===== config.mk =====
export PLATFORM = sky130hd
export DESIGN_NAME = serial_command_line_decoder_unit_flat
export DESIGN_NICKNAME = d
export VERILOG_FILES = /design/src/sv/scld_pkg.sv /design/src/sv/scld_ifs.sv /design/src/sv/serial_command_line_decoder_unit.sv /design/src/sv/scld_in_stage.sv /design/src/sv/scld_line_parser.sv /design/src/sv/scld_out_stage.sv /design/src/flat_wrapper.sv
export SDC_FILE = /design/constraint.sdc
export NUM_CORES = 1
export LEC_CHECK = 0
export BUFFER_PORTS_ARGS = -buffer_cell sky130_fd_sc_hd__buf_2
export CORE_ASPECT_RATIO = 0.75
export CORE_UTILIZATION = 60
export DETAILED_ROUTE_END_ITERATION = 6
export PLACE_DENSITY = 0.8
export SYNTH_ARGS = -nofsm -noshare
export SYNTH_HDL_FRONTEND = slang
export SYNTH_SLANG_ARGS = --single-unit

===== constraint.sdc =====
create_clock -name clk -period 9.9 [get_ports clk]
set_input_delay 1.98 -clock clk [delete_from_list [all_inputs] [get_ports clk]]
set_output_delay 1.98 -clock clk [all_outputs]
set_load 0.01 [all_outputs]

===== src/sv/scld_pkg.sv =====
// ----------------------------------------------------------------------------
// scld_pkg
// Shared types, codes and constants for the serial command line decoder.
// ----------------------------------------------------------------------------
package scld_pkg;

  localparam int unsigned LINE_LIMIT_DEF = 30;

  localparam logic [15:0] MAX_RATE_RST = 16'd1000;
  localparam logic [31:0] SAT_MAG      = 32'h8000_0000;
  localparam logic [31:0] POS_MAX      = 32'h7FFF_FFFF;

  // ASCII codes
  localparam logic [7:0] CHR_LF    = 8'h0A;
  localparam logic [7:0] CHR_CR    = 8'h0D;
  localparam logic [7:0] CHR_SP    = 8'h20;
  localparam logic [7:0] CHR_TAB   = 8'h09;
  localparam logic [7:0] CHR_VT    = 8'h0B;
  localparam logic [7:0] CHR_FF    = 8'h0C;
  localparam logic [7:0] CHR_COMMA = 8'h2C;
  localparam logic [7:0] CHR_PLUS  = 8'h2B;
  localparam logic [7:0] CHR_MINUS = 8'h2D;
  localparam logic [7:0] CHR_0     = 8'h30;
  localparam logic [7:0] CHR_9     = 8'h39;
  localparam logic [7:0] CHR_M     = 8'h4D;
  localparam logic [7:0] CHR_F     = 8'h46;
  localparam logic [7:0] CHR_R     = 8'h52;
  localparam logic [7:0] CHR_B     = 8'h42;
  localparam logic [7:0] CHR_S     = 8'h53;
  localparam logic [7:0] CHR_C     = 8'h43;
  localparam logic [7:0] CHR_T     = 8'h54;
  localparam logic [7:0] CHR_Q     = 8'h51;
  localparam logic [7:0] CHR_Z     = 8'h5A;

  typedef enum logic [3:0] {
    CMD_SET_POWER = 4'd0,
    CMD_FORWARD   = 4'd1,
    CMD_REVERSE   = 4'd2,
    CMD_BRAKE     = 4'd3,
    CMD_COAST     = 4'd4,
    CMD_SET_RATE  = 4'd5,
    CMD_QUERY     = 4'd6,
    CMD_TARE      = 4'd7,
    CMD_UNKNOWN   = 4'd8
  } cmd_t;

  typedef enum logic [1:0] {
    NUM_SKIP   = 2'd0,
    NUM_DIGITS = 2'd1,
    NUM_DONE   = 2'd2
  } num_phase_t;

  // Parser result handed to the output register
  typedef struct packed {
    logic        emit;
    cmd_t        command;
    logic [31:0] value;
  } result_t;

  function automatic logic is_blank(input logic [7:0] c);
    is_blank = (c == CHR_SP) || (c == CHR_TAB) || (c == CHR_VT) || (c == CHR_FF);
  endfunction

endpackage


===== src/sv/scld_ifs.sv =====
// ----------------------------------------------------------------------------
// scld channel interfaces
// Valid/ready channels for received bytes and decoded commands.
// ----------------------------------------------------------------------------
interface scld_byte_if;
  logic       valid;
  logic       ready;
  logic [7:0] rx_byte;

  modport source (output valid, output rx_byte, input ready);
  modport sink   (input valid, input rx_byte, output ready);
endinterface

interface scld_cmd_if;
  logic               valid;
  logic               ready;
  logic [3:0]         command;
  logic signed [31:0] value;

  modport source (output valid, output command, output value, input ready);
  modport sink   (input valid, input command, input value, output ready);
endinterface


===== src/sv/serial_command_line_decoder_unit.sv =====
// ----------------------------------------------------------------------------
// serial_command_line_decoder_unit
// Assembles received bytes into command lines and emits a command code and
// argument at each line end.
// ----------------------------------------------------------------------------
//  channel   dir  handshake      payload
//  in_bus    in   valid/ready    rx_byte  [7:0]
//  out_bus   out  valid/ready    command  [3:0], value [31:0] signed
//  cfg_*     in   cfg_we         cfg_wdata [15:0] -> max_rate
//
//  One byte request per cycle while out_bus is not stalled; a result shows
//  on out_bus once the line-end byte has passed the input register and then
//  the parser into the result register.
//  Reset (rst_n low, synchronous) empties both registers, clears the line
//  state and sets max_rate to 1000.
//  A stalled result holds the parser and any byte in the input register;
//  the input register then takes a byte only while it is empty.
// ----------------------------------------------------------------------------
module serial_command_line_decoder_unit import scld_pkg::*; #(
  parameter int unsigned LINE_LIMIT = LINE_LIMIT_DEF
) (
  input  logic        clk,
  input  logic        rst_n,
  scld_byte_if.sink   in_bus,
  scld_cmd_if.source  out_bus,
  input  logic        cfg_we,
  input  logic [15:0] cfg_wdata
);

  logic       in_vld;
  logic [7:0] rx_q;
  logic       hold;
  logic       advance;
  result_t    res;

  // byte moves through the parser whenever the result register can take
  // whatever it produces
  assign advance = in_vld && !hold;

  scld_in_stage u_in (
    .clk     (clk),
    .rst_n   (rst_n),
    .in_bus  (in_bus),
    .advance (advance),
    .vld     (in_vld),
    .rx_q    (rx_q)
  );

  // line state, number accumulate and decode; the result is combinational
  scld_line_parser #(
    .LINE_LIMIT (LINE_LIMIT)
  ) u_parse (
    .clk       (clk),
    .rst_n     (rst_n),
    .fire      (advance),
    .rx_q      (rx_q),
    .cfg_we    (cfg_we),
    .cfg_wdata (cfg_wdata),
    .res       (res)
  );

  scld_out_stage u_out (
    .clk     (clk),
    .rst_n   (rst_n),
    .load    (advance),
    .res     (res),
    .out_bus (out_bus),
    .hold    (hold)
  );

endmodule


===== src/sv/scld_in_stage.sv =====
// ----------------------------------------------------------------------------
// scld_in_stage
// Input register: captures one byte request, frees as the parser consumes it.
// ----------------------------------------------------------------------------
module scld_in_stage (
  input  logic        clk,
  input  logic        rst_n,
  scld_byte_if.sink   in_bus,
  input  logic        advance,
  output logic        vld,
  output logic [7:0]  rx_q
);

  logic       vld_r;
  logic       vld_nxt;
  logic [7:0] rx_r;
  logic       take;

  assign in_bus.ready = !vld_r || advance;
  assign take         = in_bus.valid && in_bus.ready;

  always_comb begin
    vld_nxt = vld_r;
    if (take) begin
      vld_nxt = 1'b1;
    end else if (advance) begin
      vld_nxt = 1'b0;
    end
  end

  always_ff @(posedge clk) begin
    if (!rst_n) begin
      vld_r <= 1'b0;
    end else begin
      vld_r <= vld_nxt;
    end
  end

  always_ff @(posedge clk) begin
    if (take) begin
      rx_r <= in_bus.rx_byte;
    end
  end

  assign vld  = vld_r;
  assign rx_q = rx_r;

endmodule


===== src/sv/scld_line_parser.sv =====
// ----------------------------------------------------------------------------
// scld_line_parser
// Line state, letter/comma tracking, decimal accumulate and command decode.
// ----------------------------------------------------------------------------
module scld_line_parser import scld_pkg::*; #(
  parameter int unsigned LINE_LIMIT = LINE_LIMIT_DEF
) (
  input  logic        clk,
  input  logic        rst_n,
  input  logic        fire,
  input  logic [7:0]  rx_q,
  input  logic        cfg_we,
  input  logic [15:0] cfg_wdata,
  output result_t     res
);

  localparam int unsigned LEN_W = $clog2(LINE_LIMIT + 1);

  logic [LEN_W-1:0] len_r, len_nxt;
  logic [7:0]       letter_r, letter_nxt;
  logic             letter_seen_r, letter_seen_nxt;
  logic             comma_seen_r, comma_seen_nxt;
  num_phase_t       phase_r, phase_nxt;
  logic             neg_r, neg_nxt;
  logic [31:0]      mag_r, mag_nxt;
  logic [15:0]      max_rate_r;

  logic        is_eol, blank, digit, is_comma, is_sign;
  logic [35:0] prod;
  logic [31:0] mag_acc;
  cmd_t        code;
  logic        needs_arg;
  logic [31:0] sval, rval, rate_ext;

  assign is_eol   = (rx_q == CHR_LF) || (rx_q == CHR_CR);
  assign blank    = is_blank(rx_q);
  assign digit    = (rx_q >= CHR_0) && (rx_q <= CHR_9);
  assign is_comma = (rx_q == CHR_COMMA);
  assign is_sign  = (rx_q == CHR_PLUS) || (rx_q == CHR_MINUS);

  // mag * 10 + digit, saturating at 2^31
  assign prod    = ({4'd0, mag_r} << 3) + ({4'd0, mag_r} << 1) + {32'd0, rx_q[3:0]};
  assign mag_acc = (prod >= {4'd0, SAT_MAG}) ? SAT_MAG : prod[31:0];

  assign rate_ext = {16'd0, max_rate_r};
  assign sval = neg_r ? ((mag_r >= SAT_MAG) ? SAT_MAG : (32'd0 - mag_r))
                      : ((mag_r >= SAT_MAG) ? POS_MAX : mag_r);
  assign rval = (neg_r && (mag_r != 32'd0)) ? 32'd0
              : ((mag_r > rate_ext) ? rate_ext : mag_r);

  always_comb begin
    code      = CMD_UNKNOWN;
    needs_arg = 1'b0;
    case (letter_r)
      CHR_M:   begin code = CMD_SET_POWER; needs_arg = 1'b1; end
      CHR_F:   begin code = CMD_FORWARD;   needs_arg = 1'b1; end
      CHR_R:   begin code = CMD_REVERSE;   needs_arg = 1'b1; end
      CHR_B:   code = CMD_BRAKE;
      CHR_S:   code = CMD_BRAKE;
      CHR_C:   code = CMD_COAST;
      CHR_T:   begin code = CMD_SET_RATE;  needs_arg = 1'b1; end
      CHR_Q:   code = CMD_QUERY;
      CHR_Z:   code = CMD_TARE;
      default: code = CMD_UNKNOWN;
    endcase
  end

  always_comb begin
    len_nxt         = len_r;
    letter_nxt      = letter_r;
    letter_seen_nxt = letter_seen_r;
    comma_seen_nxt  = comma_seen_r;
    phase_nxt       = phase_r;
    neg_nxt         = neg_r;
    mag_nxt         = mag_r;
    res.emit        = 1'b0;
    res.command     = code;
    res.value       = 32'd0;
    if (fire) begin
      if (!is_eol) begin
        if (len_r < LEN_W'(LINE_LIMIT)) begin
          len_nxt = len_r + LEN_W'(1);
          if (!letter_seen_r) begin
            if (!blank) begin
              letter_nxt      = rx_q;
              letter_seen_nxt = 1'b1;
              comma_seen_nxt  = is_comma;
            end
          end else if (!comma_seen_r) begin
            comma_seen_nxt = is_comma;
          end else begin
            case (phase_r)
              NUM_SKIP: begin
                if (is_sign) begin
                  neg_nxt   = (rx_q == CHR_MINUS);
                  phase_nxt = NUM_DIGITS;
                end else if (digit) begin
                  mag_nxt   = mag_acc;
                  phase_nxt = NUM_DIGITS;
                end else if (!blank) begin
                  phase_nxt = NUM_DONE;
                end
              end
              NUM_DIGITS: begin
                if (digit) begin
                  mag_nxt = mag_acc;
                end else begin
                  phase_nxt = NUM_DONE;
                end
              end
              default: ;
            endcase
          end
        end
      end else begin
        // line end: result if a letter was seen and any needed comma is there
        res.emit = letter_seen_r && (!needs_arg || comma_seen_r);
        if (needs_arg) begin
          res.value = (code == CMD_SET_RATE) ? rval : sval;
        end
        len_nxt         = '0;
        letter_nxt      = 8'd0;
        letter_seen_nxt = 1'b0;
        comma_seen_nxt  = 1'b0;
        phase_nxt       = NUM_SKIP;
        neg_nxt         = 1'b0;
        mag_nxt         = 32'd0;
      end
    end
  end

  always_ff @(posedge clk) begin
    if (!rst_n) begin
      len_r         <= '0;
      letter_r      <= 8'd0;
      letter_seen_r <= 1'b0;
      comma_seen_r  <= 1'b0;
      phase_r       <= NUM_SKIP;
      neg_r         <= 1'b0;
      mag_r         <= 32'd0;
      max_rate_r    <= MAX_RATE_RST;
    end else begin
      len_r         <= len_nxt;
      letter_r      <= letter_nxt;
      letter_seen_r <= letter_seen_nxt;
      comma_seen_r  <= comma_seen_nxt;
      phase_r       <= phase_nxt;
      neg_r         <= neg_nxt;
      mag_r         <= mag_nxt;
      if (cfg_we) begin
        max_rate_r <= cfg_wdata;
      end
    end
  end

`ifndef NO_ASSERTIONS
  a_len_bound: assert property (@(posedge clk) disable iff (!rst_n)
    len_r <= LEN_W'(LINE_LIMIT))
    else $error("line length past limit");

  a_mag_sat: assert property (@(posedge clk) disable iff (!rst_n)
    mag_r <= SAT_MAG)
    else $error("magnitude past saturation");

  a_comma_order: assert property (@(posedge clk) disable iff (!rst_n)
    comma_seen_r |-> letter_seen_r)
    else $error("comma seen without letter");

  a_phase_order: assert property (@(posedge clk) disable iff (!rst_n)
    (phase_r != NUM_SKIP) || neg_r || (mag_r != 32'd0) |-> comma_seen_r)
    else $error("number state without comma");

  a_eol_clear: assert property (@(posedge clk) disable iff (!rst_n)
    fire && is_eol |=> (len_r == '0) && !letter_seen_r && (mag_r == 32'd0))
    else $error("line state not cleared at line end");
`endif

endmodule


===== src/sv/scld_out_stage.sv =====
// ----------------------------------------------------------------------------
// scld_out_stage
// Result register: holds a decoded command until the sink takes it.
// ----------------------------------------------------------------------------
module scld_out_stage import scld_pkg::*; (
  input  logic        clk,
  input  logic        rst_n,
  input  logic        load,
  input  result_t     res,
  scld_cmd_if.source  out_bus,
  output logic        hold
);

  logic        vld_r, vld_nxt;
  cmd_t        cmd_r;
  logic [31:0] val_r;
  logic        put;

  assign put = load && res.emit;

  always_comb begin
    vld_nxt = vld_r;
    if (put) begin
      vld_nxt = 1'b1;
    end else if (out_bus.ready) begin
      vld_nxt = 1'b0;
    end
  end

  always_ff @(posedge clk) begin
    if (!rst_n) begin
      vld_r <= 1'b0;
    end else begin
      vld_r <= vld_nxt;
    end
  end

  always_ff @(posedge clk) begin
    if (put) begin
      cmd_r <= res.command;
      val_r <= res.value;
    end
  end

  assign hold            = vld_r && !out_bus.ready;
  assign out_bus.valid   = vld_r;
  assign out_bus.command = cmd_r;
  assign out_bus.value   = val_r;

endmodule


===== src/flat_wrapper.sv =====
// flat-port wrapper written by rule: the top's interface ports become plain ports
module serial_command_line_decoder_unit_flat import scld_pkg::*;
#(
  parameter int unsigned LINE_LIMIT = LINE_LIMIT_DEF
)
  (clk, rst_n, cfg_we, cfg_wdata, in_bus_valid, in_bus_rx_byte, in_bus_ready, out_bus_valid, out_bus_command, out_bus_value, out_bus_ready);
  scld_byte_if in_bus_i ();
  scld_cmd_if out_bus_i ();
  input  logic clk;
  input  logic rst_n;
  input  logic cfg_we;
  input  logic [15:0] cfg_wdata;
  input wire logic [$bits(in_bus_i.valid)-1:0] in_bus_valid;
  input wire logic [$bits(in_bus_i.rx_byte)-1:0] in_bus_rx_byte;
  output wire logic [$bits(in_bus_i.ready)-1:0] in_bus_ready;
  output wire logic [$bits(out_bus_i.valid)-1:0] out_bus_valid;
  output wire logic [$bits(out_bus_i.command)-1:0] out_bus_command;
  output wire logic [$bits(out_bus_i.value)-1:0] out_bus_value;
  input wire logic [$bits(out_bus_i.ready)-1:0] out_bus_ready;
  assign in_bus_i.valid = in_bus_valid;
  assign in_bus_i.rx_byte = in_bus_rx_byte;
  assign in_bus_ready = in_bus_i.ready;
  assign out_bus_valid = out_bus_i.valid;
  assign out_bus_command = out_bus_i.command;
  assign out_bus_value = out_bus_i.value;
  assign out_bus_i.ready = out_bus_ready;
  serial_command_line_decoder_unit #(.LINE_LIMIT(LINE_LIMIT)) u_core (.clk(clk), .rst_n(rst_n), .in_bus(in_bus_i), .out_bus(out_bus_i), .cfg_we(cfg_we), .cfg_wdata(cfg_wdata));
endmodule

# Yosys cells after proc, flatten, opt, wreduce, memory -nomap -nowiden
# Cells that the tools add are included.
# totals
ff_bits	112
in_bits	29
out_inout_bits	38
# op_classes
n_addsub	4
magnitude_cmp	6
eq_ne	26
mux	52
reduce_logical	37
# op_table
op	count
$mux 32	13
$eq 8x7->1 const B	9
$pmux 32 s2	1
$eq 8x4->1 const B	5
$add 35x33->36	1
$add 36x4->36	1
$ge 36x32->1 const B	1
$eq 8x6->1 const B	4
$ge 32x32->1 const B	1
$gt 32x16->1	1
$mux 8	4
$pmux 4 s8	1
$reduce_bool 32->1	1
$sub 1x32->32 const A	1
$mux 1	22
$mux 2	8
$reduce_bool 2->1	7
$reduce_and 6->1	2
$mux 5	2
$ne 3x3->1 const B	3
$ge 8x6->1 const B	1
$le 8x6->1 const B	1
$logic_and 1x1->1	7
$logic_or 1x1->1	7
17 further kinds	21

# Longest topological paths before layout
# Gate-level depths: netlist of the first run.
# depth
depth_word	12
ltp_mapped	14
ltp_nobuf	12

# By module
# A second synthesis of the first run with hierarchy kept.
# hier_totals
cells_unflattened	932
area_unflattened_um2	8440.6
# modules_own_cells
module	instances	cells_per_inst	area_each_um2	seq_area_each_um2
scld_line_parser	1	878	6998.0	1321.3
scld_out_stage	1	40	1131.1	1101.1
scld_in_stage	1	13	297.8	260.2
serial_command_line_decoder_unit	1	1	13.8	0.0

# Worst setup path before layout of the first run
# No wires, ideal clock.
# synth_path
kind	input-to-reg
from	input port out_bus_ready
to	register u_core.u_out.cmd_r[0] (netlist: u_core.u_out.out_bus.command[0]) (enable)
t_arrival_ps	4949
required_ps	9424
setup_slack_ps	4475
path_stages	4
path_buffers	0
path_cell_list	nor2b_1 nor2b_1 nand2_1 nor3_1
# synth_via
elab_chain_len	6
# synth_rtl
element	line_no	source
from (decl)	flat_wrapper.sv:19	input wire logic [$bits(out_bus_i.ready)-1:0] out_bus_ready;
$logic_not 1->1 (*)	scld_out_stage.sv:45	assign hold = vld_r && !out_bus.ready;
$logic_and 1x1->1 (*)	scld_out_stage.sv:45	
$logic_not 1->1 (*)	serial_command_line_decoder_unit.sv:38	assign advance = in_vld && !hold;
$logic_and 1x1->1 (*)	serial_command_line_decoder_unit.sv:38	
$mux 1	scld_line_parser.sv:79	if (fire) begin
$logic_and 1x1->1 (*)	scld_out_stage.sv:19	assign put = load && res.emit;
via u_core.u_out.put	scld_out_stage.sv:17	logic put;
to (signal assigned)	scld_out_stage.sv:40	cmd_r <= res.command;
to (decl)	scld_out_stage.sv:15	cmd_t cmd_r;
# The timed path passes the listed nets; every way through them passes the cells marked *.
# A chain may end at the register's enable or synchronous reset.

# Final worst setup path of the first run
# layout_path
from	input port out_bus_ready
to	output port in_bus_ready
# layout_via
elab_chain_len	5
# layout_rtl
element	line_no	source
$logic_not 1->1	scld_out_stage.sv:45	
$logic_and 1x1->1	scld_out_stage.sv:45	
$logic_not 1->1	serial_command_line_decoder_unit.sv:38	
$logic_and 1x1->1	serial_command_line_decoder_unit.sv:38	
$logic_or 1x1->1	scld_in_stage.sv:19	assign in_bus.ready = !vld_r || advance;
to (decl)	flat_wrapper.sv:15	output wire logic [$bits(in_bus_i.ready)-1:0] in_bus_ready;
# Every way passes these cells.

==> results of run 1 <==
[sequential cells by signal, indices dropped and copies added (netlist names)]
signal                        count
u_core.u_parse.neg_r              1
u_core.u_parse.comma_seen_r       1
u_core.u_parse.phase_r            2
u_core.u_parse.max_rate_r        16
u_core.u_out.out_bus.value       32
u_core.u_out.out_bus.command      4
u_core.u_in.rx_q                  8
u_core.u_in.vld                   1
u_core.u_out.out_bus.valid        1
u_core.u_parse.mag_r             32
u_core.u_parse.letter_seen_r      1
u_core.u_parse.len_r              5
u_core.u_parse.letter_r           8
[logic make-up after synthesis]
family	Yosys count	share of synthesized area (%)
and+or+nand+nor	306	19.2
AOI/OAI and AO/OA	247	20.7
DFF	112	32.9
adders and majority gates	83	12.9
buffers and inverters	82	3.93
xor gates and xnor gates	50	5.37
muxes	40	4.92
[worst max-delay path: stages]
cell and delay, ps:
buf_2 100, nor2b_1 240, nand2_1 100, buf_2 140
[stage by stage]
step / hold WS [ps] / power, mW / util, % / cell area (um2) / worst slack [ps]
global placement: 493 / 0.551 / 65.2 / 8550 / 5410
detailed placement: 497 / 0.553 / 65.2 / 8550 / 5360
global route: 519 / 0.957 / 67.6 / 8860 / 5190
floorplan: 473 / 0.537 / - / 8160 / 4470
finish: 508 / 0.927 / 67.6 / 8860 / 5360
CTS: 507 / 0.931 / 67.6 / 8860 / 5370
[layout make-up]
type	instances	share of cell area, %
Multi-Input combinational cell	726	58.2
Clock inverter	7	1.02
Clock buffer	9	2.54
Timing Repair Buffer	71	4.15
Inverter	32	1.36
Sequential cell	112	30.3
Tap cell	171	2.41
[per-layer routing]
layer	part of all wire (%)	vias to the layer above	wire [um]	GRT usage [%]
li1	-	3461	-	-
met2	44	220	8500	43.9
met1	49	3245	9550	41.6
met3	5.7	18	1100	4.72
met4	1.0	0	201	6.24
met5	0	-	0	0
[worst min path at each step]
stage                                                    startpoint                                         to  slack [ps]  depth (start not counted)
after CTS                 u_core.u_parse.max_rate_r[3]$_SDFFE_PN1P_  u_core.u_parse.max_rate_r[3]$_SDFFE_PN1P_         510                          2
after global placement    u_core.u_parse.max_rate_r[3]$_SDFFE_PN1P_  u_core.u_parse.max_rate_r[3]$_SDFFE_PN1P_         490                          2
after detailed placement  u_core.u_parse.max_rate_r[3]$_SDFFE_PN1P_  u_core.u_parse.max_rate_r[3]$_SDFFE_PN1P_         500                          2
final                     u_core.u_parse.max_rate_r[3]$_SDFFE_PN1P_  u_core.u_parse.max_rate_r[3]$_SDFFE_PN1P_         510                          2
after floorplan           u_core.u_parse.max_rate_r[3]$_SDFFE_PN1P_  u_core.u_parse.max_rate_r[3]$_SDFFE_PN1P_         470                          2
after global routing      u_core.u_parse.max_rate_r[3]$_SDFFE_PN1P_  u_core.u_parse.max_rate_r[3]$_SDFFE_PN1P_         520                          2
[layout by cell type, fill, tap and decap left out, types with 12 or more instances in the layout]
cell       n
a211oi_1  12
a21o_1    16
a21oi_1   56
a22o_1    30
buf_2     66
dfxtp_1   68
edfxtp_1  44
ha_1      81
inv_1     32
mux2i_1   39
nand2_1   66
nand2b_1  13
nand3_1   16
nand4_1   13
nor2_1    81
nor2b_1   36
nor3_1    16
o211ai_1  13
o21ai_0   42
o22ai_1   16
xnor2_1   34
xor2_1    16
[power breakdown]
part	leakage, nW	internal [mW]	switching [mW]	total (mW)
registers	0.940	0.486	0.0121	0.498
logic	2.73	0.0204	0.0242	0.0446
clock network	0.155	0.203	0.182	0.385
==> results.py, run 1 <==
metrics = {
    "drt": {
        "drc_errors": 0,
        "first_pass_iters": 5,
        "wl_mm": 19.4,
        "antenna_left": 0,
        "drtIter0Drc": 591,
        "num_vias": 6944,
        "avgRoutedWirePerCell_um": 17.2,
        "viasPerCell": 6.16,
    },
    "place": {
        "port_buffers": 66,
        "gp_congestion": 0.857,
        "hpwl_mm": 14.0,
        "dpl.cell_count": 1112,
    },
    "power": {
        "p_per_area_nw_per_um2": 105,
        "p_leak_nw": 3.83,
        "vdd.ir_drop.worst_mv": 0.0727,
    },
    "sta": {
        "clock.fmax_mhz": 220,
        "rsz0062_at_grt": "no",
        "finalClockSkew_ps": 8.11,
        "min_period_over_period_pct": 45.8,
        "setup_violations": 0,
        "tightestPinTransition_ps": 1260,
        "min_period_ps": 4540,
        "drv_slew": 0,
        "hold_viol": 0,
        "tns_ps": 0,
        "slew-limit-headroom_pct": 15.7,
    },
    "floorplanning": {
        "io_pins": 67,
        "placeableCoreArea_um2": 13100,
        "die_area_um2": 14100,
        "die_h_um": 103,
        "rows": 36,
        "fp.dieW_um": 137,
        "start_util_pct": 62.2,
    },
    "critical_path": {
        "cp-start-kind": "primary input",
        "rr_endpoint": "u_core.u_parse.mag_r[4]$_SDFFE_PN0P_",
        "crit_path_end": "in_bus_ready",
        "crit_type": "primary input to output pin",
        "end_kind": "output pin",
        "cp_data_required_time_ps": 7920,
        "crit_arrival_ps": 2560,
        "setup.worst_path.start": "out_bus_ready",
        "reg2regPathDepth": 13,
        "r2r_slack_ps": 5510,
        "cp_max_fo": 4,
        "rr_startpoint": "u_core.u_parse.mag_r[2]$_SDFFE_PN0P_",
    },
    "logic_synthesis": {
        "syn_avg_cell_area_um2": 8.86,
        "synth_cell_types": 67,
        "synth.ff_latch_count": 112,
        "yosysWarnings": 0,
        "ys.flop_type": "dfxtp_1",
        "synthesis.nets": 1032,
        "yosysTopAreaCellShare_pct": 16.7,
        "netlist_instances": 920,
        "synth-edff-count": 44,
        "ys_async_sr_fraction_pct": 0,
        "synth.area.top_cells": "dfxtp_1 (17%), edfxtp_1 (16%), ha_1 (12%)",
        "synth.top_cells.by_count": "ha_1 (81), nor2_1 (81), dfxtp_1 (68)",
        "yosysSeqAreaShare_pct": 32.9,
        "synth_top_area_cell": "dfxtp_1",
        "syn_area_um2": 8160,
    },
    "run": {
        "drv_cap": 0,
    },
    "clock_network": {
        "cts_buffers": 9,
        "cts.clk_slew.worst_paths_ps": 80,
        "htreeDepth": 3,
        "cts.sink_count": 112,
        "cts_root_buffer": "clkbuf_16",
        "ctsHoldBuffers": 0,
        "cts_setup_buffers": 0,
        "clock_latency_ps": 350,
        "clockBufferDepth": 2,
        "ctsResizeCount": 0,
        "cts_tree": "built",
    },
    "min_path": {
        "worstHoldPathType": "register to register",
    },
    "layout": {
        "register_area_um2": 2680,
        "multi_input_area_um2": 5160,
        "num-fill-cells": 1055,
        "fin_nets": 1064,
        "drive_gt1_share_pct": 11.1,
        "syn_to_final_growth_pct": 8.65,
        "diodes": 0,
        "stdcell_count": 1128,
    },
    "grt": {
        "grt_max_degree": 51,
        "grt_pass1_vias": 6123,
        "track_usage_pct": 28.4,
        "gr-total-overflow": 0,
        "antenna_found_initial": 0,
        "grt_pass1_wl_mm": 31.4,
    },
    "run_status": {
        "outcome": "completed",
    },
}
Power figures use the tool's default switching activity.
==> run 2, diff against run 1 <==
ABC_AREA = 1   (was default)
CORE_UTILIZATION = 56   (was 60)
PLACE_DENSITY = 0.78   (was 0.8)
clock period = 3.8 ns   (was 9.9 ns; I/O delays follow)
==> results.py, run 2 <==
metrics = {
    "drt": {
        "antenna_left": 0,
        "viasPerCell": 5.66,
        "avgRoutedWirePerCell_um": 15.7,
        "wl_mm": 25.5,
        "first_pass_iters": 6,
        "num_vias": 9180,
        "drtIter0Drc": 961,
        "drc_errors": 0,
    },
    "sta": {
        "drv_slew": 0,
        "min_period_over_period_pct": 86.7,
        "hold_viol": 0,
        "min_period_ps": 3290,
        "clock.fmax_mhz": 304,
        "slew-limit-headroom_pct": 44.2,
        "tightestPinTransition_ps": 836,
        "rsz0062_at_grt": "no",
        "tns_ps": 0,
        "setup_violations": 0,
        "finalClockSkew_ps": 8.96,
    },
    "clock_network": {
        "htreeDepth": 3,
        "clockBufferDepth": 2,
        "ctsResizeCount": 0,
        "cts_setup_buffers": 0,
        "ctsHoldBuffers": 0,
        "clock_latency_ps": 360,
        "cts_buffers": 9,
        "cts.clk_slew.worst_paths_ps": 80,
        "cts_root_buffer": "clkbuf_16",
        "cts.sink_count": 112,
        "cts_tree": "built",
    },
    "logic_synthesis": {
        "ys.flop_type": "dfxtp_1",
        "yosysSeqAreaShare_pct": 29.6,
        "synth.area.top_cells": "dfxtp_1 (15%), edfxtp_1 (15%), nand2_1 (14%)",
        "synth.top_cells.by_count": "nand2_1 (338), inv_1 (198), a21oi_1 (133), nor2_1 (133), nand3_1 (130)",
        "synth_top_area_cell": "dfxtp_1",
        "synthesis.nets": 1474,
        "syn_area_um2": 9060,
        "synth-edff-count": 44,
        "ys_async_sr_fraction_pct": 0,
        "yosysWarnings": 0,
        "yosysTopAreaCellShare_pct": 15.0,
        "syn_avg_cell_area_um2": 6.65,
        "synth.most_common_cell": "nand2_1",
        "synth.ff_latch_count": 112,
        "netlist_instances": 1362,
        "synth_cell_types": 49,
    },
    "critical_path": {
        "rr_endpoint": "u_core.u_parse.mag_r[7]$_SDFFE_PN0P_",
        "end_kind": "register",
        "cp_data_required_time_ps": 4090,
        "setup.worst_path.start": "u_core.u_parse.mag_r[2]$_SDFFE_PN0P_",
        "crit_path_end": "u_core.u_parse.mag_r[7]$_SDFFE_PN0P_",
        "crit_arrival_ps": 3580,
        "cp_max_fo": 31,
        "cp-start-kind": "register",
        "reg2regPathDepth": 17,
        "r2r_slack_ps": 510,
        "rr_startpoint": "u_core.u_parse.mag_r[2]$_SDFFE_PN0P_",
        "crit_type": "register to register",
    },
    "grt": {
        "grt_pass1_wl_mm": 41.1,
        "grt_pass1_vias": 8051,
        "track_usage_pct": 31.1,
        "gr-total-overflow": 0,
        "antenna_found_initial": 0,
        "grt_max_degree": 48,
    },
    "floorplanning": {
        "die_area_um2": 16700,
        "io_pins": 67,
        "placeableCoreArea_um2": 15500,
        "rows": 39,
        "start_util_pct": 58.4,
        "fp.dieW_um": 149,
        "die_h_um": 112,
    },
    "power": {
        "vdd.ir_drop.worst_mv": 0.321,
        "p_per_area_nw_per_um2": 242,
        "p_leak_nw": 5.09,
    },
    "place": {
        "dpl.cell_count": 1607,
        "hpwl_mm": 19.7,
        "gp_congestion": 0.990,
        "port_buffers": 66,
        "placed_area_um2": 9550,
    },
    "layout": {
        "drive_gt1_share_pct": 9.17,
        "fin_nets": 1525,
        "layout_commonest_cell": "nand2_1",
        "final_cell_mix": "nand2_1 (338), inv_1 (198), nor2_1 (133), a21oi_1 (133), nand3_1 (130)",
        "syn_to_final_growth_pct": 8.85,
        "fin_area_um2": 9860,
        "diodes": 0,
        "stdcell_count": 1623,
        "post-route-util_pct": 63.6,
    },
    "run": {
        "drv_cap": 0,
    },
    "run_status": {
        "outcome": "completed",
    },
    "min_path": {
        "worstHoldPathType": "register to register",
    },
}
==> run 2: changes by cell type in the layout (fill, tap and decap cells not counted), moves of 14 or more <==
cell     delta
a21oi_1    +77
a22o_1     -30
inv_1     +166
mux2i_1    -39
nand2_1   +272
nand3_1   +114
nor2_1     +52
nor2b_1    -36
o22ai_1    -14
xnor2_1    -25
==> run 2: power by group <==
group          internal [mW]  total [mW]  switching (mW)  leakage (nW)
logic                 0.0399       0.121          0.0810          3.91
clock network          0.507       0.986           0.479         0.155
registers               1.26        1.28          0.0154          1.03
total                   1.81        2.39           0.576          5.09
==> run 2: critical path, cell delays in order (launching register included) <==
cell and delay, ps:
dfxtp_1 450, inv_1 140, fa_1 530, fa_1 470, inv_1 80, nand2_1 40
nand2_1 100, nand3_1 80, nand2_1 120, nand2_1 80, nand2_1 150, nand2_1 100
nand3_1 80, nand2_1 100, nor2_4 110, buf_4 310, nand3_1 140, a21oi_1 140
==> run 2: layer usage <==
| layer | track usage (%) | vias to the layer above | share of wire (%) |
|---|---|---|---|
| li1 | - | 4561 | - |
| met1 | 47.3 | 4160 | 47 |
| met2 | 44.9 | 431 | 42 |
| met3 | 6.67 | 28 | 10 |
| met4 | 5.85 | 0 | 1.2 |
| met5 | 0 | - | 0 |
==> run 2: cell families after synthesis <==
family / share of synthesized area, %
adders and majority gates: 11.6
AOI/OAI and AO/OA: 13.4
DFF: 29.6
and+or+nand+nor: 32.3
buffers and inverters: 10.9
xor gates and xnor gates: 2.22
==> run 2: metrics by stage <==
step	hold WS, ps	setup WS (ps)	total power [mW]
2_1_floorplan	421	1080	1.38
3_3_place_gp	448	710	1.42
3_5_place_dp	455	583	1.43
4_1_cts	470	542	2.39
5_1_grt	494	199	2.46
6_report	475	506	2.39
==> run 2: worst min path at each step <==
stage	slack, ps	cells after the start	to	startpoint
after global routing	490	2	u_core.u_parse.letter_r[5]$_SDFFE_PN0P_	u_core.u_parse.letter_r[5]$_SDFFE_PN0P_
after detailed placement	460	1	u_core.u_parse.len_r[4]$_SDFFE_PN0P_	u_core.u_parse.len_r[4]$_SDFFE_PN0P_
after global placement	450	1	u_core.u_parse.len_r[4]$_SDFFE_PN0P_	u_core.u_parse.len_r[4]$_SDFFE_PN0P_
final	480	1	u_core.u_parse.len_r[4]$_SDFFE_PN0P_	u_core.u_parse.len_r[4]$_SDFFE_PN0P_
after CTS	470	1	u_core.u_parse.len_r[4]$_SDFFE_PN0P_	u_core.u_parse.len_r[4]$_SDFFE_PN0P_
after floorplan	420	1	u_core.u_parse.len_r[4]$_SDFFE_PN0P_	u_core.u_parse.len_r[4]$_SDFFE_PN0P_
==> run 2: final cells by class <==
class | count | area [um2]
Clock buffer | 10 | 250
Multi-Input combinational cell | 1004 | 5390
Timing Repair Buffer | 82 | 450
Clock inverter | 6 | 65.1
Sequential cell | 112 | 2680
Inverter | 204 | 766
Fill cell | 1451 | 5650
Tap cell | 205 | 256
